$ cat src/hdl/isoc_pkg.sv
// Shared types and constants for the insertion sort unit with operation count.
package isoc_pkg;

  localparam int KEY_W          = 32;
  localparam int OP_W           = 12;
  localparam int STORE_SIZE_DEF = 64;

  typedef struct packed {
    logic signed [KEY_W-1:0] key_value;
    logic                    last_in;
  } isoc_in_t;

  typedef struct packed {
    logic signed [KEY_W-1:0] sorted_value;
    logic                    last_out;
    logic [OP_W-1:0]         op_count;
    logic                    overflow;
  } isoc_out_t;

  // Data a cell hands to its upper neighbor.
  typedef struct packed {
    logic                    gt;
    logic                    occ;
    logic signed [KEY_W-1:0] key;
  } isoc_link_t;

  // Row-wide commands to every cell.
  typedef struct packed {
    logic ins;
    logic shift;
  } isoc_ctl_t;

  typedef enum logic [1:0] {
    ST_IDLE,
    ST_CALC,
    ST_DRAIN
  } isoc_state_e;

endpackage

$ cat src/hdl/isoc_cell.sv
// One cell of the insertion chain: holds one key, inserts or shifts it out.
module isoc_cell import isoc_pkg::*; (
  input  logic                    clk_i,
  input  isoc_ctl_t               ctl_i,
  input  logic                    occ_i,
  input  logic signed [KEY_W-1:0] new_key_i,
  input  isoc_link_t              prev_i,
  input  logic signed [KEY_W-1:0] next_key_i,
  output isoc_link_t              link_o
);

  logic signed [KEY_W-1:0] key_q;
  logic signed [KEY_W-1:0] key_d;
  logic                    gt;
  logic                    take;

  assign gt   = occ_i && (key_q > new_key_i);
  assign take = gt || (!occ_i && prev_i.occ);

  always_comb begin
    priority if (ctl_i.shift) begin
      key_d = next_key_i;
    end else if (ctl_i.ins && take) begin
      key_d = prev_i.gt ? prev_i.key : new_key_i;
    end else begin
      key_d = key_q;
    end
  end

  always_ff @(posedge clk_i) begin
    key_q <= key_d;
  end

  assign link_o.gt  = gt;
  assign link_o.occ = occ_i;
  assign link_o.key = key_q;

endmodule

$ cat config.mk
export PLATFORM = sky130hd
export DESIGN_NAME = isoc_cell
export DESIGN_NICKNAME = d
export VERILOG_FILES = /design/src/hdl/isoc_pkg.sv /design/src/hdl/isoc_cell.sv
export SDC_FILE = /design/constraint.sdc
export NUM_CORES = 1
export LEC_CHECK = 0
export ABC_AREA = 1
export BUFFER_PORTS_ARGS = -buffer_cell sky130_fd_sc_hd__buf_4
export CORE_ASPECT_RATIO = 0.6
export CORE_MARGIN = 3
export CORE_UTILIZATION = 41
export CTS_CLUSTER_DIAMETER = 150
export DETAILED_ROUTE_END_ITERATION = 7
export PLACE_DENSITY = 0.88
export SLEW_MARGIN = 20
export SYNTH_ARGS = -nofsm -noshare
export SYNTH_HDL_FRONTEND = slang
export SYNTH_SLANG_ARGS = --single-unit
$ cat constraint.sdc
create_clock -name clk_i -period 2.4 [get_ports clk_i]
set_input_delay 0 -clock clk_i [delete_from_list [all_inputs] [get_ports clk_i]]
set_output_delay 0 -clock clk_i [all_outputs]
set_load 0.1 [all_outputs]
Word-level counts from Yosys, hierarchy flattened

Index checks and enable logic that the tools add are counted.

Div/mod/pow operators: 0
Shift-type cells: 0
Magnitude comparators: 1
Multipliers: 0
Equal/unequal tests: 0
Multiplexer cells: 3
Add/subtract/negate cells: 0
Reduce and logical (&&, ||, !) cells: 6
Bitwise logic cells: 0

Operator list:

| operator          | count |
|---|---|
| $mux 32           | 3 |
| $gt 32x32->1      | 1 |
| $logic_and 1x1->1 | 3 |
| $reduce_bool 2->1 | 1 |
| $logic_not 1->1   | 1 |
| $logic_or 1x1->1  | 1 |

Memories: 0
Word-level logic and storage cells: 11
Flip-flop bits (word level): 32
Bits of input ports: 102
Bits in latches: 0
Memory bits (read-only): 0
Memory bits (writable): 0
Output and inout port bits: 34

Depth between registers and ports, before layout

Word-level depth: 6
Depth in mapped cells: 18
Gate-level depth less buffers: 18

Worst setup path after synthesis

OpenSTA, ideal clock, no wires.

Kind: register -> register
Start point: reg key_q[31]
End point: reg key_q[0] (enable)
Library setup time: 0.390 ns
Required time: 2.010 ns
Stages on the path, launching flop included: 12
Path buffers: 0
Setup slack: -0.745 ns
Period minus slack after synthesis: 3.145 ns
Arrival: 2.756 ns
Path through: edfxtp_1 > ha_1 > a21oi_1 > o21a_1 > nand2_1 > a21oi_1 > nand2_1 > nand2_1 > nand3_2 > nand2_1 > nand2_1 > nand2_1

Word-level cells in the longest chain between the ends: 5

Ends and longest elaborated chain:

| element                            | line            | RTL |
|---|---|---|
| start, declared                    | isoc_cell.sv:12 | `logic signed [KEY_W-1:0] key_q;` |
| start signal, assigned             | isoc_cell.sv:31 | `key_q <= key_d;` |
| $gt 32x32->1                       | isoc_cell.sv:17 | `assign gt = occ_i && (key_q > new_key_i);` |
| $logic_and 1x1->1                  | isoc_cell.sv:17 |  |
| $logic_or 1x1->1                   | isoc_cell.sv:18 | `assign take = gt \|\| (!occ_i && prev_i.occ);` |
| $logic_and 1x1->1                  | isoc_cell.sv:23 | `end else if (ctl_i.ins && take) begin` |
| $reduce_bool 2->1 (no source line) | --              |  |

No other way between the ends.
A chain may end at the register's enable or synchronous reset.

Final worst setup path

Start point: reg key_q[15]
End point: reg key_q[6] (enable)

Same word-level chain as after synthesis.

==> results.tsv <==
stage	metric	value	unit
run_status	status	complete, no violations	
placed_design	gp_congestion	0.789	
floorplan	die_w	108	um
yosys	syn_area	2540	um^2
route	viasPerCell	4.93	
route	drt-total-wl	7880	um
yosys	yosysUniqueCellTypes	21	
worst_setup_path	crit_path_start	key_q[15]$_DFFE_PP_	
clocking	cts.clk_slew.worst_paths	0.07	ns
power_and_ir_drop	peakVddDrop	0.302	mV
worst_setup_path	r2r_start	key_q[15]$_DFFE_PP_	
timing	fin_crit_sh	93.9	%
worst_setup_path	cp-start-kind	register	
layout	regMostFlops	key_q	
floorplan	initial_core_util	44.0	%
yosys	syn_inst	300	
timing	hold_viol	0	
global_routing	antenna_found_initial	0	
power_and_ir_drop	total_power	2.18	mW
worst_hold_path	holdPathStages	2	
worst_hold_path	min_path_type	input port to register	
layout	n_antenna_cell	0	
layout	largest_reg_flops	32	
layout	final_util	69.2	%
global_routing	grt_usage	21.6	%
timing	whs	0.00412	ns
power_and_ir_drop	p_sw_share	43.2	%
placed_design	place_area	3660	um^2
clocking	cts_tree	done	
layout	drive_gt1_share	35.3	%
power_and_ir_drop	power_density	545	nW/um^2
timing	drv_slew	0	
floorplan	fp.coreArea	5780	um^2
route	antenna_left	0	
floorplan	boundaryPins	136	
power_and_ir_drop	internal-power	1.24	mW
clocking	cts_buffer_depth	2	
timing	worst_pin_slew	0.607	ns
timing	setup_viol	0	
yosys	yosys_warnings	0	
layout	fin_area	4000	um^2
power_and_ir_drop	clkPwrFrac	18.5	%
floorplan	fp-row-count	21	
route	detail_route.iter0.violations	113	
power_and_ir_drop	power_leakage	1.94	nW
worst_setup_path	r2r_cells	12	
timing	skew	0.00790	ns
worst_setup_path	worstPathRequired	2.39	ns
layout	layout_commonest_cell	buf_4	
clocking	cts-root-buf	clkbuf_8	
yosys	avgSynthCellArea	8.47	um^2
timing	maxSlewHeadroom	59.5	%
worst_setup_path	crit_path_max_fanout	8	
power_and_ir_drop	p_sw	0.940	mW
yosys	ys_seq_elements	32	
layout	reg_top3	key_q: 32 flops	
yosys	yosysSeqAreaShare	37.8	%
clocking	cts_made_buffers	5	
global_routing	grt_max_degree	63	
route	avgRoutedWirePerCell	14.8	um
floorplan	die_area	7210	um^2
layout	area_growth	57.3	%
route	drc	0	
placed_design	hpwl	6020	um
layout	final_cell_mix	136 x buf_4, 70 x nand2_1, 43 x inv_1, 32 x edfxtp_1, 31 x o21a_1	
route	drtPass1Iterations	4	
clocking	clk_latency	0.28	ns
worst_setup_path	critPathCaptureType	register	
floorplan	die_height	67.0	um
power_and_ir_drop	p_seq_share	33.3	%
timing	period_needed	2.25	ns
placed_design	io_buffers	135	
clocking	htree_levels	2	
route	vias	2620	
clocking	cts_num_sinks	32	
timing	max_clock_freq	0.444	GHz
worst_setup_path	arrival	2.24	ns
yosys	syn_nets	434	
global_routing	grt_pass1_wl	12200	um
power_and_ir_drop	comb_power_share	48.3	%
worst_hold_path	hold_path.startpoint	next_key_i[5]	
worst_setup_path	setup.worst_path.class	register to register	
global_routing	overflow	0	
layout	nets	584	
run	maxCapViolCount	0	
global_routing	grt_pass1_vias	2694	
-- layer usage --
layer | up-vias | wire length [um] | track usage [%]
met5 | - | 0 | 0
met4 | 0 | 219 | 8.50
met3 | 22 | 532 | 5.61
met2 | 94 | 3650 | 38.2
met1 | 1172 | 3480 | 25.4
li1 | 1332 | - | -
-- power groups by stage --
stage | sequential [mW] | combinational [mW] | clock (mW)
after global routing | 0.731 | 1.12 | 0.434
final | 0.724 | 1.05 | 0.402
after global placement | 0.732 | 0.974 | 0
after detailed placement | 0.737 | 0.998 | 0
after CTS | 0.726 | 1.02 | 0.411
after floorplan | 1.12 | 0.311 | 0
-- kinds of logic (layout without fill, tap and decap cells) --
kind of cell	count (synthesis)	in the layout	share of synthesized area [%]
simple gates	92	95	14.7
compound gates	84	84	22.5
buf+inv	60	208	9.25
fa+ha+maj	32	32	15.7
flops	32	32	37.8
-- layout make-up --
cell class | count | area [um^2]
Timing Repair Buffer | 155 | 1220
Fill cell | 463 | 1780
Inverter | 45 | 169
Clock inverter | 1 | 3.75
Tap cell | 80 | 100
Sequential cell | 32 | 961
Clock buffer | 7 | 76.3
Multi-Input combinational cell | 211 | 1470
-- synth_stat cells --
cell,n,area share (%)
clkinv_1,1,0.15
a21oi_1,21,4.1
nand2_1,73,11
clkbuf_1,11,1.6
buf_2,2,0.39
nand3_2,1,0.39
a21o_1,1,0.30
edfxtp_1,32,38
nand4_1,1,0.25
buf_4,2,0.59
nor2_1,11,1.6
nand2_2,1,0.25
nand4_2,1,0.49
inv_2,1,0.15
o211ai_1,29,8.6
o21ai_0,2,0.39
ha_1,32,16
nand3_1,2,0.39
inv_1,43,6.3
o21a_1,31,9.2
nor2_2,2,0.49
-- worst max-delay path, stage by stage, from the launching register on --
cell and delay, ns:
edfxtp_1 0.40, ha_1 0.34, a21oi_2 0.15, o21ai_0 0.09, a21oi_1 0.18, nand2_1 0.08
nand2_1 0.08, nand2_1 0.06, nand2_1 0.08, nand3_2 0.07, nand2_1 0.10, nand2_4 0.16
nand2_8 0.16
-- metrics by stage --
stage / instances / TNS, ns / setup slack, ns
after floorplan: 300 / -5.01 / -0.156
after global placement: 501 / 0 / 0.195
after detailed placement: 501 / 0 / 0.165
after CTS: 527 / 0 / 0.123
after global routing: 531 / -0.000111 / -0.000111
final: 531 / 0 / 0.146
-- final timing paths --
path / slack [ns] / to
worst max-delay path: 0.15 / key_q[6]$_DFFE_PP_
worst min-delay path: 0.004 / key_q[5]$_DFFE_PP_
worst max register to register: 0.15 / key_q[6]$_DFFE_PP_
worst min register to register: 1.27 / key_q[26]$_DFFE_PP_
-- timing repair --
item / CTS / global route
gates resized for setup: 0 / 7
hold endpoints to repair: 18 / 0
setup buffers: 0 / 1
hold buffers: 18 / 0
setup endpoints to repair: 0 / 32
(Power assumes the default switching activity.)
